`config.mk`:
```
export PLATFORM = sky130hd
export DESIGN_NAME = c_subset_token_scanner_core_flat
export DESIGN_NICKNAME = d
export VERILOG_FILES = /design/src/hdl/cst_pkg.sv /design/src/hdl/cst_stream_if.sv /design/src/hdl/c_subset_token_scanner_core.sv /design/src/flat_wrapper.sv
export SDC_FILE = /design/constraint.sdc
export NUM_CORES = 1
export LEC_CHECK = 0
export BUFFER_PORTS_ARGS = -buffer_cell sky130_fd_sc_hd__buf_2
export CAP_MARGIN = 20
export CORE_MARGIN = 2
export CORE_UTILIZATION = 61
export DETAILED_ROUTE_END_ITERATION = 12
export PLACE_DENSITY = 0.76
export SYNTH_ARGS = -nofsm -noshare
export SYNTH_HDL_FRONTEND = slang
export SYNTH_SLANG_ARGS = --single-unit
```
`constraint.sdc`:
```
create_clock -name clk_i -period 7.45 [get_ports clk_i]
set_clock_uncertainty 0.1 [all_clocks]
set_input_delay 0.3725 -clock clk_i [delete_from_list [all_inputs] [get_ports clk_i]]
set_output_delay 0.3725 -clock clk_i [all_outputs]
set_load 0.05 [all_outputs]
```
`src/hdl/cst_pkg.sv`:
```
// cst_pkg: shared types and constants of the token scanner
// beat payloads, token kind codes and default parameter values; no dependencies

package cst_pkg;

  localparam int unsigned KEYWORD_CHARS_DEF = 6;
  localparam int unsigned OFFSET_BITS_DEF   = 16;
  localparam int unsigned FIFO_DEPTH        = 4;

  localparam logic [2:0] KIND_NUMBER  = 3'd0;
  localparam logic [2:0] KIND_PUNCT   = 3'd1;
  localparam logic [2:0] KIND_IDENT   = 3'd2;
  localparam logic [2:0] KIND_KEYWORD = 3'd3;
  localparam logic [2:0] KIND_EOF     = 3'd4;
  localparam logic [2:0] KIND_INVALID = 3'd5;

  localparam logic [62:0] VALUE_MAX = {63{1'b1}};
  localparam logic [15:0] LEN_MAX   = 16'hFFFF;

  typedef struct packed {
    logic [7:0] text_byte;
    logic       is_end;
  } text_beat_t;

  typedef struct packed {
    logic [2:0]  token_kind;
    logic [15:0] token_start;
    logic [15:0] token_length;
    logic [62:0] number_value;
    logic [7:0]  symbol_code;
    logic        last_of_run;
  } token_t;

endpackage

```
`src/hdl/cst_stream_if.sv`:
```
// cst_stream_if: valid/ready stream channel with a typed payload
// used for the text input and token output of the scanner; no dependencies

interface cst_stream_if #(
  parameter type payload_t = logic
);
  logic     valid;
  logic     ready;
  payload_t payload;

  modport source (output valid, output payload, input ready);
  modport sink (input valid, input payload, output ready);
endinterface

```
`src/hdl/c_subset_token_scanner_core.sv`:
```
// c_subset_token_scanner_core: streaming lexer, one text byte per beat
// a token is written into the token queue as the byte that closes it is taken
// throughput: one byte per cycle; bytes giving two tokens drain through a
// four-entry token queue, which lowers ready when it has fewer than two free slots
// reset: asynchronous, clears scan mode, counters and queue; keyword prefix not reset
// depends on cst_pkg and cst_stream_if

module c_subset_token_scanner_core #(
  parameter int unsigned KEYWORD_CHARS = cst_pkg::KEYWORD_CHARS_DEF,
  parameter int unsigned OFFSET_BITS   = cst_pkg::OFFSET_BITS_DEF
) (
  input  logic           clk_i,
  input  logic           rst_ni,
  cst_stream_if.sink     in_i,
  cst_stream_if.source   out_o
);

  localparam logic [1:0] MODE_IDLE = 2'd0;
  localparam logic [1:0] MODE_NUM  = 2'd1;
  localparam logic [1:0] MODE_WORD = 2'd2;

  localparam int unsigned PtrW = $clog2(cst_pkg::FIFO_DEPTH);
  localparam int unsigned CntW = PtrW + 1;

  logic [1:0]             mode_q, mode_d;
  logic [62:0]            acc_q, acc_d;
  logic [15:0]            pstart_q, pstart_d;
  logic [15:0]            plen_q, plen_d;
  logic [OFFSET_BITS-1:0] pos_q, pos_d;
  logic [7:0]             prefix_q [KEYWORD_CHARS];

  logic [PtrW-1:0]        wr_ptr_q, rd_ptr_q;
  logic [CntW-1:0]        count_q;
  cst_pkg::token_t        fifo_q [cst_pkg::FIFO_DEPTH];

  logic                   in_fire, pop;
  logic [7:0]             c;
  logic                   is_digit, is_alpha, is_space, is_punct, is_word_ch;
  logic [OFFSET_BITS+15:0] pos_ext;
  logic [15:0]            pos16;
  logic [OFFSET_BITS-1:0] pos_inc;
  logic [15:0]            plen_inc;
  logic [66:0]            acc_wide;
  logic [62:0]            acc_grow;
  logic                   kw;
  cst_pkg::token_t        res_a, res_b, first_tok;
  logic                   has_a, has_b;
  logic                   pfx_wr_en;
  logic [15:0]            pfx_wr_at;
  logic [1:0]             push_n;

  assign in_fire = in_i.valid && in_i.ready;
  assign c       = in_i.payload.text_byte;

  assign is_digit   = (c >= 8'h30) && (c <= 8'h39);
  assign is_alpha   = ((c >= 8'h61) && (c <= 8'h7A)) || ((c >= 8'h41) && (c <= 8'h5A));
  assign is_space   = (c == 8'h20) || ((c >= 8'd9) && (c <= 8'd13));
  assign is_word_ch = is_alpha || is_digit || (c == 8'h5F);
  assign is_punct   = (c == 8'h2B) || (c == 8'h2D) || (c == 8'h2A) || (c == 8'h2F) ||
                      (c == 8'h28) || (c == 8'h29) || (c == 8'h7B) || (c == 8'h7D) ||
                      (c == 8'h3B) || (c == 8'h3D);

  assign pos_ext  = {16'b0, pos_q};
  assign pos16    = pos_ext[15:0];
  assign pos_inc  = pos_q + {{(OFFSET_BITS-1){1'b0}}, 1'b1};
  assign plen_inc = (plen_q < cst_pkg::LEN_MAX) ? plen_q + 16'd1 : plen_q;

  // times ten plus digit, saturating
  assign acc_wide = {1'b0, acc_q, 3'b0} + {3'b0, acc_q, 1'b0} + {63'b0, c[3:0]};
  assign acc_grow = (acc_wide > {4'b0, cst_pkg::VALUE_MAX}) ? cst_pkg::VALUE_MAX
                                                             : acc_wide[62:0];

  assign kw = ((plen_q == 16'd6) && ({prefix_q[0], prefix_q[1], prefix_q[2], prefix_q[3],
                                      prefix_q[4], prefix_q[5]} == 48'("return"))) ||
              ((plen_q == 16'd3) && ({prefix_q[0], prefix_q[1], prefix_q[2]} == 24'("int"))) ||
              ((plen_q == 16'd2) && ({prefix_q[0], prefix_q[1]} == 16'("if"))) ||
              ((plen_q == 16'd4) && ({prefix_q[0], prefix_q[1], prefix_q[2],
                                      prefix_q[3]} == 32'("else"))) ||
              ((plen_q == 16'd5) && ({prefix_q[0], prefix_q[1], prefix_q[2], prefix_q[3],
                                      prefix_q[4]} == 40'("while"))) ||
              ((plen_q == 16'd3) && ({prefix_q[0], prefix_q[1], prefix_q[2]} == 24'("for")));

  always_comb begin
    mode_d    = mode_q;
    acc_d     = acc_q;
    pstart_d  = pstart_q;
    plen_d    = plen_q;
    pos_d     = pos_q;
    has_a     = 1'b0;
    has_b     = 1'b0;
    pfx_wr_en = 1'b0;
    pfx_wr_at = 16'd0;

    res_a              = '0;
    res_a.token_kind   = (mode_q == MODE_NUM) ? cst_pkg::KIND_NUMBER :
                         (kw ? cst_pkg::KIND_KEYWORD : cst_pkg::KIND_IDENT);
    res_a.token_start  = pstart_q;
    res_a.token_length = plen_q;
    res_a.number_value = (mode_q == MODE_NUM) ? acc_q : 63'd0;

    res_b              = '0;
    res_b.token_start  = pos16;
    res_b.last_of_run  = 1'b1;

    if (in_fire) begin
      if (in_i.payload.is_end) begin
        has_a             = (mode_q != MODE_IDLE);
        has_b             = 1'b1;
        res_b.token_kind  = cst_pkg::KIND_EOF;
        mode_d            = MODE_IDLE;
        acc_d             = '0;
        plen_d            = '0;
        pstart_d          = '0;
        pos_d             = '0;
      end else if ((mode_q == MODE_NUM) && is_digit) begin
        acc_d  = acc_grow;
        plen_d = plen_inc;
        pos_d  = pos_inc;
      end else if ((mode_q == MODE_WORD) && is_word_ch) begin
        pfx_wr_en = (plen_q < 16'(KEYWORD_CHARS));
        pfx_wr_at = plen_q;
        plen_d    = plen_inc;
        pos_d     = pos_inc;
      end else begin
        has_a  = (mode_q != MODE_IDLE);
        mode_d = MODE_IDLE;
        acc_d  = '0;
        plen_d = '0;
        pos_d  = pos_inc;
        priority if (is_space) begin
        end else if (is_digit) begin
          mode_d   = MODE_NUM;
          acc_d    = {59'b0, c[3:0]};
          pstart_d = pos16;
          plen_d   = 16'd1;
        end else if (is_alpha || (c == 8'h5F)) begin
          mode_d    = MODE_WORD;
          pfx_wr_en = 1'b1;
          pfx_wr_at = 16'd0;
          pstart_d  = pos16;
          plen_d    = 16'd1;
        end else if (is_punct) begin
          has_b              = 1'b1;
          res_b.token_kind   = cst_pkg::KIND_PUNCT;
          res_b.token_length = 16'd1;
          res_b.symbol_code  = c;
        end else begin
          has_b              = 1'b1;
          res_b.token_kind   = cst_pkg::KIND_INVALID;
          res_b.token_length = 16'd1;
          res_b.symbol_code  = c;
        end
      end
    end

    res_a.last_of_run = !has_b;
  end

  assign first_tok = has_a ? res_a : res_b;
  assign push_n    = {1'b0, has_a} + {1'b0, has_b};

  assign in_i.ready    = (count_q <= CntW'(cst_pkg::FIFO_DEPTH - 2));
  assign out_o.valid   = (count_q != '0);
  assign out_o.payload = fifo_q[rd_ptr_q];
  assign pop           = out_o.valid && out_o.ready;

  always_ff @(posedge clk_i or negedge rst_ni) begin
    if (!rst_ni) begin
      mode_q   <= MODE_IDLE;
      acc_q    <= '0;
      pstart_q <= '0;
      plen_q   <= '0;
      pos_q    <= '0;
      wr_ptr_q <= '0;
      rd_ptr_q <= '0;
      count_q  <= '0;
    end else begin
      mode_q   <= mode_d;
      acc_q    <= acc_d;
      pstart_q <= pstart_d;
      plen_q   <= plen_d;
      pos_q    <= pos_d;
      wr_ptr_q <= wr_ptr_q + PtrW'(push_n);
      rd_ptr_q <= rd_ptr_q + PtrW'(pop);
      count_q  <= count_q + CntW'(push_n) - CntW'(pop);
    end
  end

  always_ff @(posedge clk_i) begin
    for (int i = 0; i < KEYWORD_CHARS; i++) begin
      if (pfx_wr_en && (pfx_wr_at == 16'(i))) begin
        prefix_q[i] <= c;
      end
    end
  end

  always_ff @(posedge clk_i) begin
    if (has_a || has_b) begin
      fifo_q[wr_ptr_q] <= first_tok;
    end
    if (has_a && has_b) begin
      fifo_q[wr_ptr_q + PtrW'(1)] <= res_b;
    end
  end

endmodule

```
`src/flat_wrapper.sv`:
```
// flat-port wrapper written by rule: the top's interface ports become plain ports
module c_subset_token_scanner_core_flat import cst_pkg::*;
#(
  parameter int unsigned KEYWORD_CHARS = cst_pkg::KEYWORD_CHARS_DEF,
  parameter int unsigned OFFSET_BITS   = cst_pkg::OFFSET_BITS_DEF
)
  (clk_i, rst_ni, in_i_valid, in_i_payload, in_i_ready, out_o_valid, out_o_payload, out_o_ready);
  cst_stream_if #(.payload_t(text_beat_t)) in_i_i ();
  cst_stream_if #(.payload_t(token_t)) out_o_i ();
  input  logic clk_i;
  input  logic rst_ni;
  input wire logic [$bits(in_i_i.valid)-1:0] in_i_valid;
  input wire logic [$bits(in_i_i.payload)-1:0] in_i_payload;
  output wire logic [$bits(in_i_i.ready)-1:0] in_i_ready;
  output wire logic [$bits(out_o_i.valid)-1:0] out_o_valid;
  output wire logic [$bits(out_o_i.payload)-1:0] out_o_payload;
  input wire logic [$bits(out_o_i.ready)-1:0] out_o_ready;
  assign in_i_i.valid = in_i_valid;
  assign in_i_i.payload = in_i_payload;
  assign in_i_ready = in_i_i.ready;
  assign out_o_valid = out_o_i.valid;
  assign out_o_payload = out_o_i.payload;
  assign out_o_i.ready = out_o_ready;
  c_subset_token_scanner_core #(.KEYWORD_CHARS(KEYWORD_CHARS), .OFFSET_BITS(OFFSET_BITS)) u_core (.clk_i(clk_i), .rst_ni(rst_ni), .in_i(in_i_i), .out_o(out_o_i));
endmodule
```
; ---- After elaboration in Yosys (flattened, before gate mapping)
; Memory sizes are Yosys's and may differ from the RTL's.
; Cells that the tools add are included.
[op_classes]
reduce_logical = 54
add_sub_neg = 10
n_lt_le_gt_ge = 12
muxes = 105
n_eq_ne = 34
[op_table]
columns = operator, count
row1 = $mux 63, 6
row2 = $mux 16, 23
row3 = $mux 107, 1
row4 = $mux 8, 12
row5 = $eq 16x3->1 const B, 5
row6 = $eq 8x6->1 const B, 9
row7 = $add 66x64->67, 1
row8 = $add 67x4->67, 1
row9 = $gt 67x63->1 const B, 1
row10 = $eq 16x2->1 const B, 4
row11 = $eq 24x23->1 const B, 2
row12 = $eq 48x47->1 const B, 1
row13 = $mux 1, 42
row14 = $mux 3, 14
row15 = $eq 40x39->1 const B, 1
row16 = $reduce_or 8->1, 5
row17 = $add 16x1->16 const B, 2
row18 = $eq 32x31->1 const B, 1
row19 = $eq 8x7->1 const B, 3
row20 = $logic_and 1x1->1, 21
row21 = $logic_or 1x1->1, 20
row22 = $eq 16x1->1 const B, 1
row23 = $eq 16x15->1 const B, 1
row24 = $ge 8x7->1 const B, 2
row25 = 27 further kinds, 36
[word_totals]
inputBits = 13
register_bits = 120
out_inout_bits = 109
wordCells = 225
n_memories = 2
ramBits = 476
[memory_table]
columns = name, words, width, read_ports, rd_clocked_by_memory_dff, wr, line
row1 = u_core.fifo_q, 4, 107, 1, 0, 2, c_subset_token_scanner_core.sv:34  ; cst_pkg::token_t fifo_q [cst_pkg::FIFO_DEPTH];
row2 = u_core.prefix_q, 6, 8, 6, 0, 1, c_subset_token_scanner_core.sv:30  ; logic [7:0] prefix_q [KEYWORD_CHARS];

; ---- Logic depth before layout (Yosys ltp)
; Gate-level depths: netlist (run 1).
[depth]
word_depth = 20
depth_mapped = 17
depth_no_buf = 14

; ---- Worst setup path before layout (run 1)
; Ideal clock, no wire load.
[synth_path]
path_type = input -> register
startpoint = input in_i_payload[4]
endpoint = register u_core.acc_q[52]
setup_time_ns = 0.126
n_path_buf = 3
setup_slack_ns = 3.108
required_time_ns = 7.224
stages = 16
arrival_ns = 4.116
cell_sequence = clkbuf_1 inv_1 fa_1 fa_1 nand2b_1 a21oi_1 o21ai_0 a2111oi_2 o31ai_1 a2111oi_2 o21a_1 o21bai_1 o31a_1 buf_6 buf_6 a221o_1
[synth_between]
elab_chain_len = 8
word_cells_on_any_way = 22
cone_classes = 1 x add/sub / 7 x order compare / 2 x eq/ne / 3 x mux / 9 x reduce/logical
[synth_rtl]
columns = element, line
row1 = start: declaration, flat_wrapper.sv:13  ; input wire logic [$bits(in_i_i.payload)-1:0] in_i_payload;
row2 = branches (longest 8 deep; another with $add 67x4->67), -
row3 = end signal: assignment, c_subset_token_scanner_core.sv:170  ; acc_q <= '0;
row4 = end signal: assignment, c_subset_token_scanner_core.sv:179  ; acc_q <= acc_d;
row5 = end: declaration, c_subset_token_scanner_core.sv:26  ; logic [62:0] acc_q, acc_d;
; Parallel ways; which one is timed is not known.
; A chain may end at the register's enable or synchronous reset.

; ---- Worst setup path in the final report (run 1)
[layout_path]
startpoint = register u_core.acc_q[0]
endpoint = register u_core.acc_q[23]
[layout_between]
elab_chain_len = 6
[layout_rtl]
columns = element, line
row1 = $add 66x64->67 (*), c_subset_token_scanner_core.sv:69  ; assign acc_wide = {1'b0, acc_q, 3'b0} + {3'b0, acc_q, 1'b0} + {63'b0, c[3:0]};
row2 = $add 67x4->67 (*), c_subset_token_scanner_core.sv:69
row3 = $gt 67x63->1, c_subset_token_scanner_core.sv:70  ; assign acc_grow = (acc_wide > {4'b0, cst_pkg::VALUE_MAX}) ? cst_pkg::VALUE_MAX
row4 = $mux 63 (*), c_subset_token_scanner_core.sv:70
row5 = $mux 63 (*), c_subset_token_scanner_core.sv:115  ; end else if ((mode_q == MODE_NUM) && is_digit) begin
row6 = $mux 63 (*), c_subset_token_scanner_core.sv:106  ; if (in_i.payload.is_end) begin
; Every way passes the cells marked *; elsewhere a longest branch is shown, timed or not.

==> impl_metrics.py, run 1 <==
metrics = {
    "floorplan": {
        "die_w_microns": 221,
        "initial_core_util_pct": 61.7,
        "core_sq_mm": 0.0465,
        "io_pins": 122,
        "die_y_microns": 221,
        "rows": 79,
        "dieArea_sq_mm": 0.0488,
    },
    "status": {
        "run_status": "finished clean",
    },
    "yosys": {
        "ys_types": 83,
        "synth-edff-count": 156,
        "yosys_warnings": 0,
        "synth_nets": 2619,
        "syn_inst": 2465,
        "synthTopCellsByArea": "dfxtp_1, edfxtp_1, a22o_1",
        "synth_top_area_share_pct": 22.3,
        "syn_avg_cell_area_sq_um": 11.6,
        "synthFlopType": "dfxtp_1",
        "ys_seq_area_share_pct": 49.1,
        "ys_seq_elements": 596,
        "syn_area_sq_mm": 0.0287,
        "async_reset_ff_share_pct": 20.1,
        "synth_largest_area_cell": "dfxtp_1",
    },
    "pwr": {
        "netSwitchingPower_uw": 3100,
        "p_seq_share_pct": 42.8,
        "p_int_uw": 5950,
        "p_clk_share_pct": 32.8,
        "pwr_density_cell_mw_per_mm2": 287,
        "power_frac_comb_pct": 24.4,
        "power.leakage_uw": 0.0132,
        "peakVddDrop_v": 0.000626,
        "power_switching_share_pct": 34.2,
        "finalPower_uw": 9040,
    },
    "finish": {
        "nets": 2631,
        "final_common_cell": "a22o_1",
        "register_area_sq_mm": 0.0141,
        "final_util_pct": 67.9,
        "antenna_cells": 0,
        "stdcell_count": 3132,
        "synthToLayoutAreaGrowth_pct": 10.1,
        "mostFrequentLayoutCells": "a22o_1, dfxtp_1, edfxtp_1",
        "fillCellCount": 3422,
        "final_area_sq_mm": 0.0316,
        "multi_input_area_sq_mm": 0.0137,
        "drive_above_1_share_pct": 15.5,
    },
    "place": {
        "dp_hpwl_microns": 46100,
        "place_inst": 3020,
        "gp_congestion": 0.923,
        "numPortBuffers": 121,
        "placed_area_sq_mm": 0.0296,
    },
    "drt": {
        "drtAntennaViolNets": 0,
        "drt_iter0_drc": 1981,
        "drcViolationCount": 0,
        "dr.pass1.iters": 5,
        "wl_per_cell_microns": 23.1,
        "viasPerCell": 6.77,
        "vias": 21218,
        "routed_wl_microns": 72300,
    },
    "worst_setup_path": {
        "max_stage_delay_ns": 0.65,
        "worst_ep_required_time_ns": 7.90,
        "worstSetupEndpointType": "register",
        "rrSetupSlack_ns": 2.34,
        "critPathSlowestCell": "o31a_2",
        "worst-path-stages": 14,
        "start_kind": "register",
        "cp_data_arrival_time_ns": 5.56,
        "crit_family": "compound AO/OA/AOI/OAI gates",
        "worstRegToRegCells": 14,
        "crit_chain": "inv_1 > fa_1 > fa_1 > nand2b_1 > a21oi_1 > o21ai_0 > a2111oi_2 > o31ai_1 > a2111oi_2 > nor3_1 > o21bai_1 > o31a_2 > buf_4 > a221o_1",
        "path_class": "reg2reg",
        "critical_path_buf_inv_count": 2,
        "critPathMaxFanout": 30,
    },
    "clocking": {
        "clock_latency_ns": 0.63,
        "cts-root-buf": "clkbuf_16",
        "cts_made_buffers": 58,
        "clock-sinks": 596,
        "cts_max_path_buffers": 3,
        "postCtsSetupRepairBufs": 0,
        "cts_resized": 0,
        "path_clk_slew_ns": 0.06,
        "cts_max_level": 2,
        "cts_tree": "done",
    },
    "timing": {
        "rsz0062_at_grt": "false",
        "setup_tns_ns": 0,
        "setup_viol": 0,
        "finalCritPeriodShare_pct": 68.6,
        "relSlewSlack_pct": 26.7,
        "hold_viol": 0,
        "worstMarginPinSlew_ns": 1.10,
        "max_freq_ghz": 0.196,
        "period_minus_slack_ns": 5.11,
        "maxSlewViolCount": 0,
    },
    "grt": {
        "grt_usage_pct": 29.2,
        "grt_max_degree": 66,
        "grt_pass1_vias": 21501,
        "grt_pass1_wl_microns": 117000,
        "antenna_found_initial": 0,
        "grt_overflow": 0,
    },
    "flow_run": {
        "maxCapViolations": 0,
    },
    "worst_hold_path": {
        "hold-path-cell-count": 1,
        "worstHoldPathType": "in2reg",
    },
}
==> synth_stat cells, types with 8 or more instances <==
cell / count
a22o_1: 381
dfxtp_1: 320
clkbuf_1: 169
edfxtp_1: 156
nor2_1: 147
nand2_1: 140
ha_1: 138
dfrtp_1: 120
mux4_2: 107
a21oi_1: 104
o21ai_0: 87
a221o_1: 53
inv_1: 40
xnor2_1: 39
xor2_1: 34
a21o_1: 32
nand2b_1: 30
nand3_1: 29
nand4_1: 29
nor3_1: 24
buf_1: 15
and3_1: 14
nor4_1: 13
o211ai_1: 13
o21a_1: 13
or3_1: 13
buf_2: 12
a31oi_1: 11
a211o_1: 10
and2_1: 10
nor4bb_1: 10
a211oi_1: 8
==> layer usage <==
| metal | vias up | GRT usage (%) | routed length (microns) |
|---|---|---|---|
| li1 | 9611 | - | - |
| met5 | - | 0 | 0 |
| met2 | 657 | 49.8 | 36400 |
| met3 | 120 | 3.74 | 3650 |
| met1 | 10830 | 39.4 | 30600 |
| met4 | 0 | 8.16 | 1600 |
==> state kept, by name, indices dropped and copies added, names as in the netlist <==
name / count
u_core.acc_q: 63
u_core.count_q: 3
u_core.fifo_q: 428
u_core.mode_q: 2
u_core.plen_q: 16
u_core.pos16: 16
u_core.prefix_q: 48
u_core.pstart_q: 16
u_core.rd_ptr_q: 2
u_core.wr_ptr_q: 2
==> repair_timing <==
action	4_1_cts	5_1_grt
endpoints found under the hold margin	46	0
setup endpoints to repair	0	0
hold buffers	4	0
==> stage by stage <==
step / hold WS, ns / setup slack (ns)
4_1_cts: 0.0125 / 2.39
5_1_grt: 0.0328 / 2.06
2_1_floorplan: -0.0231 / 3.11
3_5_place_dp: 0.230 / 2.19
3_3_place_gp: 0.226 / 2.39
6_report: 0.0402 / 2.34
==> cell families (layout without fill, tap and decap cells) <==
| kind of cell | after synthesis | in the layout | share of synthesized area (%) |
|---|---|---|---|
| buffers and inverters | 242 | 302 | 3.35 |
| xor gates and xnor gates | 73 | 73 | 2.23 |
| AOI/OAI and AO/OA | 796 | 796 | 21.8 |
| muxes | 112 | 112 | 8.59 |
| DFF | 596 | 596 | 49.1 |
| adders and majority gates | 141 | 141 | 6.23 |
| and+or+nand+nor | 505 | 505 | 8.68 |
==> worst reg2reg max path, delay by kind of cell (launching register included) <==
| kind | cells | cell delay, ns |
|---|---|---|
| flops | 1 | 0.51 |
| compound gates | 8 | 2.60 |
| simple gates | 2 | 0.30 |
| fa+ha+maj | 2 | 1.00 |
| buf+inv | 2 | 0.57 |
==> power by group through the flow <==
stage               Combinational [uW]  Clock [uW]  Sequential, uW
floorplan                         1760           0            3740
global placement                  2170           0            3920
detailed placement                2200           0            3940
CTS                               2220        3000            3870
global route                      2330        3130            3910
finish                            2200        2970            3870
==> path summary, 6_finish.rpt <==
check,start,end
setup / recovery,u_core.acc_q[0],u_core.acc_q[23]
hold / removal,in_i_payload[5],u_core.prefix_q[2][4]
setup reg to reg,u_core.acc_q[0],u_core.acc_q[23]
hold reg to reg,u_core.fifo_q[2][105],u_core.fifo_q[2][105]
max in group asynchronous,rst_ni,u_core.rd_ptr_q[0]
min in group asynchronous,rst_ni,u_core.acc_q[33]
==> area by class of cell <==
type                    count  area share [%]
clock inverters            21           0.622
multi-input cells        1627            43.5
inverters                  40           0.476
repair buffers            154            2.77
well taps                 607            2.41
clock buffers              87            5.57
flip-flops and latches    596            44.7
(Power assumes the default switching activity.)
==> run 2: changes to the inputs <==
==> constraint.sdc (replaced) <==
create_clock -name clk_i -period 4.9 [get_ports clk_i]
set_clock_uncertainty 0.1 [all_clocks]
set_input_delay 0.245 -clock clk_i [delete_from_list [all_inputs] [get_ports clk_i]]
set_output_delay 0.245 -clock clk_i [all_outputs]
set_load 0.05 [all_outputs]
==> impl_metrics.py, run 2 (synthesis gave the netlist of run 1 again) <==
metrics = {
    "status": {
        "run_status": "finished clean",
    },
    "finish": {
        "nets": 2652,
        "multi_input_area_sq_mm": 0.0137,
        "antenna_cells": 0,
        "final_common_cell": "a22o_1",
        "mostFrequentLayoutCells": "a22o_1, dfxtp_1, edfxtp_1",
        "largestRegisters": "u_core.fifo_q x428, u_core.acc_q x63, u_core.prefix_q x48",
        "final_area_sq_mm": 0.0319,
        "fillCellCount": 3366,
        "final_util_pct": 68.6,
        "synthToLayoutAreaGrowth_pct": 11.1,
        "register_area_sq_mm": 0.0141,
        "largest_register_ffs": 428,
        "max_flop_register": "u_core.fifo_q",
        "drive_above_1_share_pct": 16.5,
    },
    "floorplan": {
        "dieArea_sq_mm": 0.0488,
        "core_sq_mm": 0.0465,
        "rows": 79,
        "io_pins": 122,
        "initial_core_util_pct": 61.7,
        "die_w_microns": 221,
        "die_y_microns": 221,
    },
    "grt": {
        "gr-usage-met1_pct": 38.8,
        "grt_max_degree": 80,
        "grt_use_met2_pct": 50.5,
        "grt_busiest_layer": "met2",
        "met3_usage_pct": 4.17,
        "grt_pass1_vias": 21504,
        "grt_usage_pct": 29.4,
        "grt_pass1_wl_microns": 117000,
        "grt_overflow": 0,
        "antenna_found_initial": 1,
    },
    "worst_setup_path": {
        "path_class": "reg2reg",
        "rrSetupSlack_ns": 0.30,
        "worstSetupEndpointType": "register",
        "cp-startpoint": "u_core.acc_q[0]",
        "worstReg2RegStart": "u_core.acc_q[0]",
        "critPathMaxFanout": 43,
        "rr_endpoint": "u_core.acc_q[51]",
        "cp_data_arrival_time_ns": 4.99,
        "start_kind": "register",
        "worstRegToRegCells": 14,
        "worst_ep_required_time_ns": 5.29,
    },
    "pwr": {
        "power.leakage_uw": 0.0133,
        "power_frac_comb_pct": 24.6,
        "finalPower_uw": 14000,
        "p_clk_share_pct": 33.1,
        "p_seq_share_pct": 42.3,
        "netSwitchingPower_uw": 4810,
        "p_int_uw": 9150,
        "peakVddDrop_v": 0.000899,
        "pwr_density_cell_mw_per_mm2": 438,
        "power_switching_share_pct": 34.5,
    },
    "worst_hold_path": {
        "hold_start": "in_i_payload[4]",
        "worstHoldEndpoint": "u_core.prefix_q[5][3]",
        "worstHoldPathType": "in2reg",
        "hold-path-cell-count": 2,
    },
    "timing": {
        "relSlewSlack_pct": 28.9,
        "worstMarginPinSlew_ns": 1.06,
        "setup_tns_ns": 0,
        "rsz0062_at_grt": "false",
        "max_freq_ghz": 0.218,
        "hold_viol": 0,
        "finalCritPeriodShare_pct": 93.8,
        "maxSlewViolCount": 0,
        "setup_viol": 0,
        "period_minus_slack_ns": 4.60,
    },
    "drt": {
        "drcViolationCount": 0,
        "vias": 21405,
        "drt_iter0_drc": 1886,
        "wl_per_cell_microns": 23.0,
        "dr.pass1.iters": 5,
        "drtAntennaViolNets": 0,
        "routed_wl_microns": 72600,
        "viasPerCell": 6.79,
    },
    "clocking": {
        "cts_tree": "done",
        "cts-root-buf": "clkbuf_16",
        "cts_max_path_buffers": 3,
        "postCtsSetupRepairBufs": 0,
        "cts_max_level": 2,
        "clock-sinks": 596,
        "cts_made_buffers": 58,
        "path_clk_slew_ns": 0.07,
        "clock_latency_ns": 0.62,
    },
    "place": {
        "dp_hpwl_microns": 46100,
        "gp_congestion": 0.932,
        "placed_area_sq_mm": 0.0298,
        "numPortBuffers": 121,
    },
    "flow_run": {
        "maxCapViolations": 0,
    },
}
==> run 2: cell types whose count changed in the layout (fill, tap and decap cells not counted), moves of 4 or more <==
cell,delta
buf_4,+11
clkbuf_8,+7
buf_12,+8
clkbuf_1,-11
clkbuf_16,-4
inv_6,+4
==> run 2: critical path, cell delays in order (launching register included) <==
cell,delay (ns)
dfrtp_1,0.46
inv_1,0.09
fa_1,0.52
fa_1,0.48
nand2b_1,0.20
a21oi_2,0.20
o21ai_0,0.18
a2111oi_2,0.43
o31ai_1,0.13
a2111oi_2,0.45
o21a_1,0.16
o21bai_1,0.11
o31a_4,0.45
buf_12,0.21
a221o_1,0.29
==> run 2: final cells by class <==
type                            count  area share [%]
Clock buffer                       79            5.38
Clock inverter                     29           0.907
Sequential cell                   596            44.3
Inverter                           40           0.471
Tap cell                          607            2.38
Multi-Input combinational cell   1627            43.1
Timing Repair Buffer              175            3.55
==> run 2: routing by layer <==
metal | routed length [microns] | share of wire, %
met1 | 29800 | 41
met2 | 36500 | 50
met3 | 4480 | 6.2
met4 | 1890 | 2.6
met5 | 0 | 0
==> run 2: per-stage QoR <==
step / worst slack, ns / std cells / hold WS, ns
global route: 0.0479 / 3153 / 0.0323
CTS: 0.166 / 3153 / 0.0180
global placement: 0.321 / 3038 / 0.260
finish: 0.302 / 3153 / 0.0416
floorplan: 0.619 / 2465 / -0.151
detailed placement: 0.211 / 3038 / 0.269
==> run 2: power groups by stage <==
stage / Sequential [uW] / Combinational [uW] / Clock (uW)
6_report: 5910 / 3440 / 4620
5_1_grt: 5950 / 3620 / 4860
4_1_cts: 5910 / 3440 / 4660
3_5_place_dp: 6010 / 3430 / 0
3_3_place_gp: 5980 / 3390 / 0
2_1_floorplan: 5680 / 2680 / 0
==> run 2: how the worst max path moves through the flow <==
stage | endpoint | slack [ns] | cells after the start
floorplan | u_core.fifo_q[0][100] | 0.62 | 11
global placement | u_core.acc_q[59] | 0.32 | 14
detailed placement | u_core.acc_q[51] | 0.21 | 14
CTS | u_core.acc_q[51] | 0.17 | 14
global route | u_core.acc_q[59] | 0.05 | 14
finish | u_core.acc_q[51] | 0.30 | 14
==> run 2: timing repair <==
item / 4_1_cts / 5_1_grt
gates resized for setup: 0 / 2
setup endpoints to repair: 0 / 43
hold buffers: 7 / 0
hold endpoints to repair: 86 / 0
==> run 3: changes to the inputs <==
--- a/config.mk
+++ b/config.mk
@@ -5,9 +5,10 @@
 export SDC_FILE = /design/constraint.sdc
 export NUM_CORES = 1
 export LEC_CHECK = 0
+export ABC_AREA = 1
 export BUFFER_PORTS_ARGS = -buffer_cell sky130_fd_sc_hd__buf_2
 export CAP_MARGIN = 20
-export CORE_MARGIN = 2
+export CORE_MARGIN = 10
 export CORE_UTILIZATION = 61
 export DETAILED_ROUTE_END_ITERATION = 12
 export PLACE_DENSITY = 0.76
==> impl_metrics.py, run 3 <==
metrics = {
    "clocking": {
        "cts_tree": "done",
        "cts_max_path_buffers": 3,
        "cts_made_buffers": 58,
        "cts_resized": 0,
        "postCtsSetupRepairBufs": 0,
        "cts_max_level": 2,
        "clock-sinks": 596,
        "cts-root-buf": "clkbuf_16",
        "path_clk_slew_ns": 0.06,
        "clock_latency_ns": 0.62,
    },
    "worst_setup_path": {
        "cp_data_arrival_time_ns": 4.30,
        "start_kind": "input port",
        "worst_ep_required_time_ns": 5.17,
        "cp-startpoint": "in_i_payload[4]",
        "worstReg2RegStart": "u_core.count_q[2]",
        "worstSetupEndpointType": "register",
        "critPathMaxFanout": 32,
        "path_class": "in2reg",
    },
    "pwr": {
        "finalPower_uw": 17300,
        "pwr_density_cell_mw_per_mm2": 502,
        "power.leakage_uw": 0.0156,
        "peakVddDrop_v": 0.000468,
    },
    "yosys": {
        "synth_most_common_cell": "nand2_1",
        "syn_avg_cell_area_sq_um": 7.36,
        "synth_nets": 4405,
        "synth-edff-count": 156,
        "synth_top_area_share_pct": 20.5,
        "async_reset_ff_share_pct": 20.1,
        "synthTopCellsByArea": "dfxtp_1, nand2_1, edfxtp_1",
        "syn_inst": 4251,
        "yosys_warnings": 0,
        "ys_seq_elements": 596,
        "ys_types": 49,
        "syn_area_sq_mm": 0.0313,
        "yosys-top-cells-count": "nand2_1, o21ai_0, nor2_1",
        "synth_largest_area_cell": "dfxtp_1",
        "ys_seq_area_share_pct": 45.1,
        "synthFlopType": "dfxtp_1",
    },
    "drt": {
        "drcViolationCount": 0,
        "viasPerCell": 5.76,
        "wl_per_cell_microns": 18.1,
        "dr.pass1.iters": 6,
        "drt_iter0_drc": 2691,
        "vias": 28816,
        "routed_wl_microns": 90500,
        "drtAntennaViolNets": 0,
    },
    "finish": {
        "nets": 4437,
        "antenna_cells": 0,
        "drive_above_1_share_pct": 6.97,
        "largest_register_ffs": 428,
        "fillCellCount": 4421,
        "mostFrequentLayoutCells": "nand2_1, o21ai_0, nor2_1",
        "synthToLayoutAreaGrowth_pct": 9.97,
        "max_flop_register": "u_core.fifo_q",
        "final_common_cell": "nand2_1",
        "largestRegisters": "u_core.fifo_q x428, u_core.acc_q x63, u_core.prefix_q x48",
    },
    "place": {
        "dp_hpwl_microns": 59700,
        "gp_congestion": 0.981,
        "numPortBuffers": 121,
    },
    "timing": {
        "max_freq_ghz": 0.248,
        "setup_tns_ns": 0,
        "worstMarginPinSlew_ns": 1.14,
        "hold_viol": 0,
        "rsz0062_at_grt": "false",
        "finalCritPeriodShare_pct": 82.4,
        "maxSlewViolCount": 0,
        "setup_viol": 0,
        "relSlewSlack_pct": 24.1,
        "period_minus_slack_ns": 4.04,
    },
    "flow_run": {
        "maxCapViolations": 0,
    },
    "grt": {
        "antenna_found_initial": 1,
        "grt_pass1_vias": 27013,
        "grt_overflow": 0,
        "grt_pass1_wl_microns": 145000,
        "grt_max_degree": 121,
        "grt_usage_pct": 29.1,
    },
    "floorplan": {
        "die_w_microns": 246,
        "initial_core_util_pct": 62.0,
        "dieArea_sq_mm": 0.0607,
        "rows": 82,
        "io_pins": 122,
        "die_y_microns": 246,
        "core_sq_mm": 0.0505,
    },
    "worst_hold_path": {
        "worstHoldPathType": "in2reg",
        "hold_start": "out_o_ready",
    },
    "status": {
        "run_status": "finished clean",
    },
}
==> run 3: cell types whose count changed after synthesis, sizes merged, moves of 107 or more <==
cell and change:
nor2 +309, a22o -381, mux4 -107, o22ai +108
inv +297, nand2 +1117, nand3 +250, o21ai +504
==> run 3: timing repair <==
| item | in CTS | in global routing |
|---|---|---|
| setup endpoints to repair | 0 | 0 |
| endpoints found under the hold margin | 169 | 0 |
| hold buffers | 10 | 0 |
==> run 3: area by class of cell <==
| type | count | area, sq um | area share [%] |
|---|---|---|---|
| Inverter | 339 | 1280 | 3.72 |
| Timing Repair Buffer | 178 | 1090 | 3.18 |
| Tap cell | 672 | 841 | 2.44 |
| Multi-Input combinational cell | 3110 | 15100 | 44.0 |
| Clock buffer | 92 | 1790 | 5.20 |
| Clock inverter | 17 | 171 | 0.498 |
| Sequential cell | 596 | 14100 | 41.0 |
==> run 3: final timing paths <==
check / endpoint / slack [ns] / cells past startpoint
worst min register to register: u_core.fifo_q[1][59] / 0.35 / 2
worst max register to register: u_core.fifo_q[0][93] / 0.93 / 13
worst min-delay path: u_core.rd_ptr_q[0] / 0.09 / 3
max in group asynchronous: u_core.rd_ptr_q[0] / 3.86 / 3
worst max-delay path: u_core.fifo_q[0][93] / 0.86 / 17
min in group asynchronous: u_core.acc_q[24] / 0.16 / 3
==> run 3: metal layers <==
| layer | up-vias | GRT usage (%) | part of all wire (%) |
|---|---|---|---|
| met4 | 2 | 10.5 | 3.3 |
| met3 | 215 | 3.32 | 6.4 |
| met2 | 974 | 50.1 | 48 |
| met1 | 13538 | 37.3 | 42 |
| met5 | - | 0 | 0.014 |
| li1 | 14087 | - | - |
==> run 3: through the flow <==
stage	area, sq um	hold slack, ns	setup WS, ns	util [%]	std cells
finish	34400	0.0896	0.865	68.1	5004
global route	34400	0.0973	0.577	68.1	5004
CTS	34400	0.0717	1.00	68.1	5004
detailed placement	32300	0.290	0.980	64.1	4885
global placement	32300	0.283	1.01	64.0	4884
floorplan	31300	-0.151	1.12	-	4251
==> run 3: cells by family after synthesis <==
| kind of cell | count (synthesis) | share of synthesized area (%) |
|---|---|---|
| AOI/OAI and AO/OA | 824 | 14.0 |
| xor gates and xnor gates | 47 | 1.32 |
| adders and majority gates | 141 | 5.71 |
| buffers and inverters | 545 | 6.72 |
| DFF | 596 | 45.1 |
| and+or+nand+nor | 2098 | 27.2 |
==> run 3: where the power goes <==
group | internal, uW | total (uW) | leakage, uW | switching [uW]
clock network | 2660 | 4540 | 0.000966 | 1880
logic | 1410 | 6960 | 0.00896 | 5550
registers | 5430 | 5760 | 0.00570 | 329
total | 9500 | 17300 | 0.0156 | 7760
==> run 3: worst max-delay path, cell delays in order <==
cell,delay (ns)
dlygate4sd3_1,0.55
buf_2,0.27
inv_1,0.19
nor3_1,0.16
nand2_1,0.07
o31ai_1,0.53
nor2_1,0.08
nand2_1,0.14
nand2_1,0.11
inv_1,0.08
ha_1,0.25
inv_1,0.08
nand2_2,0.09
buf_4,0.39
clkinv_1,0.68
nand3_1,0.31
nand2_1,0.07
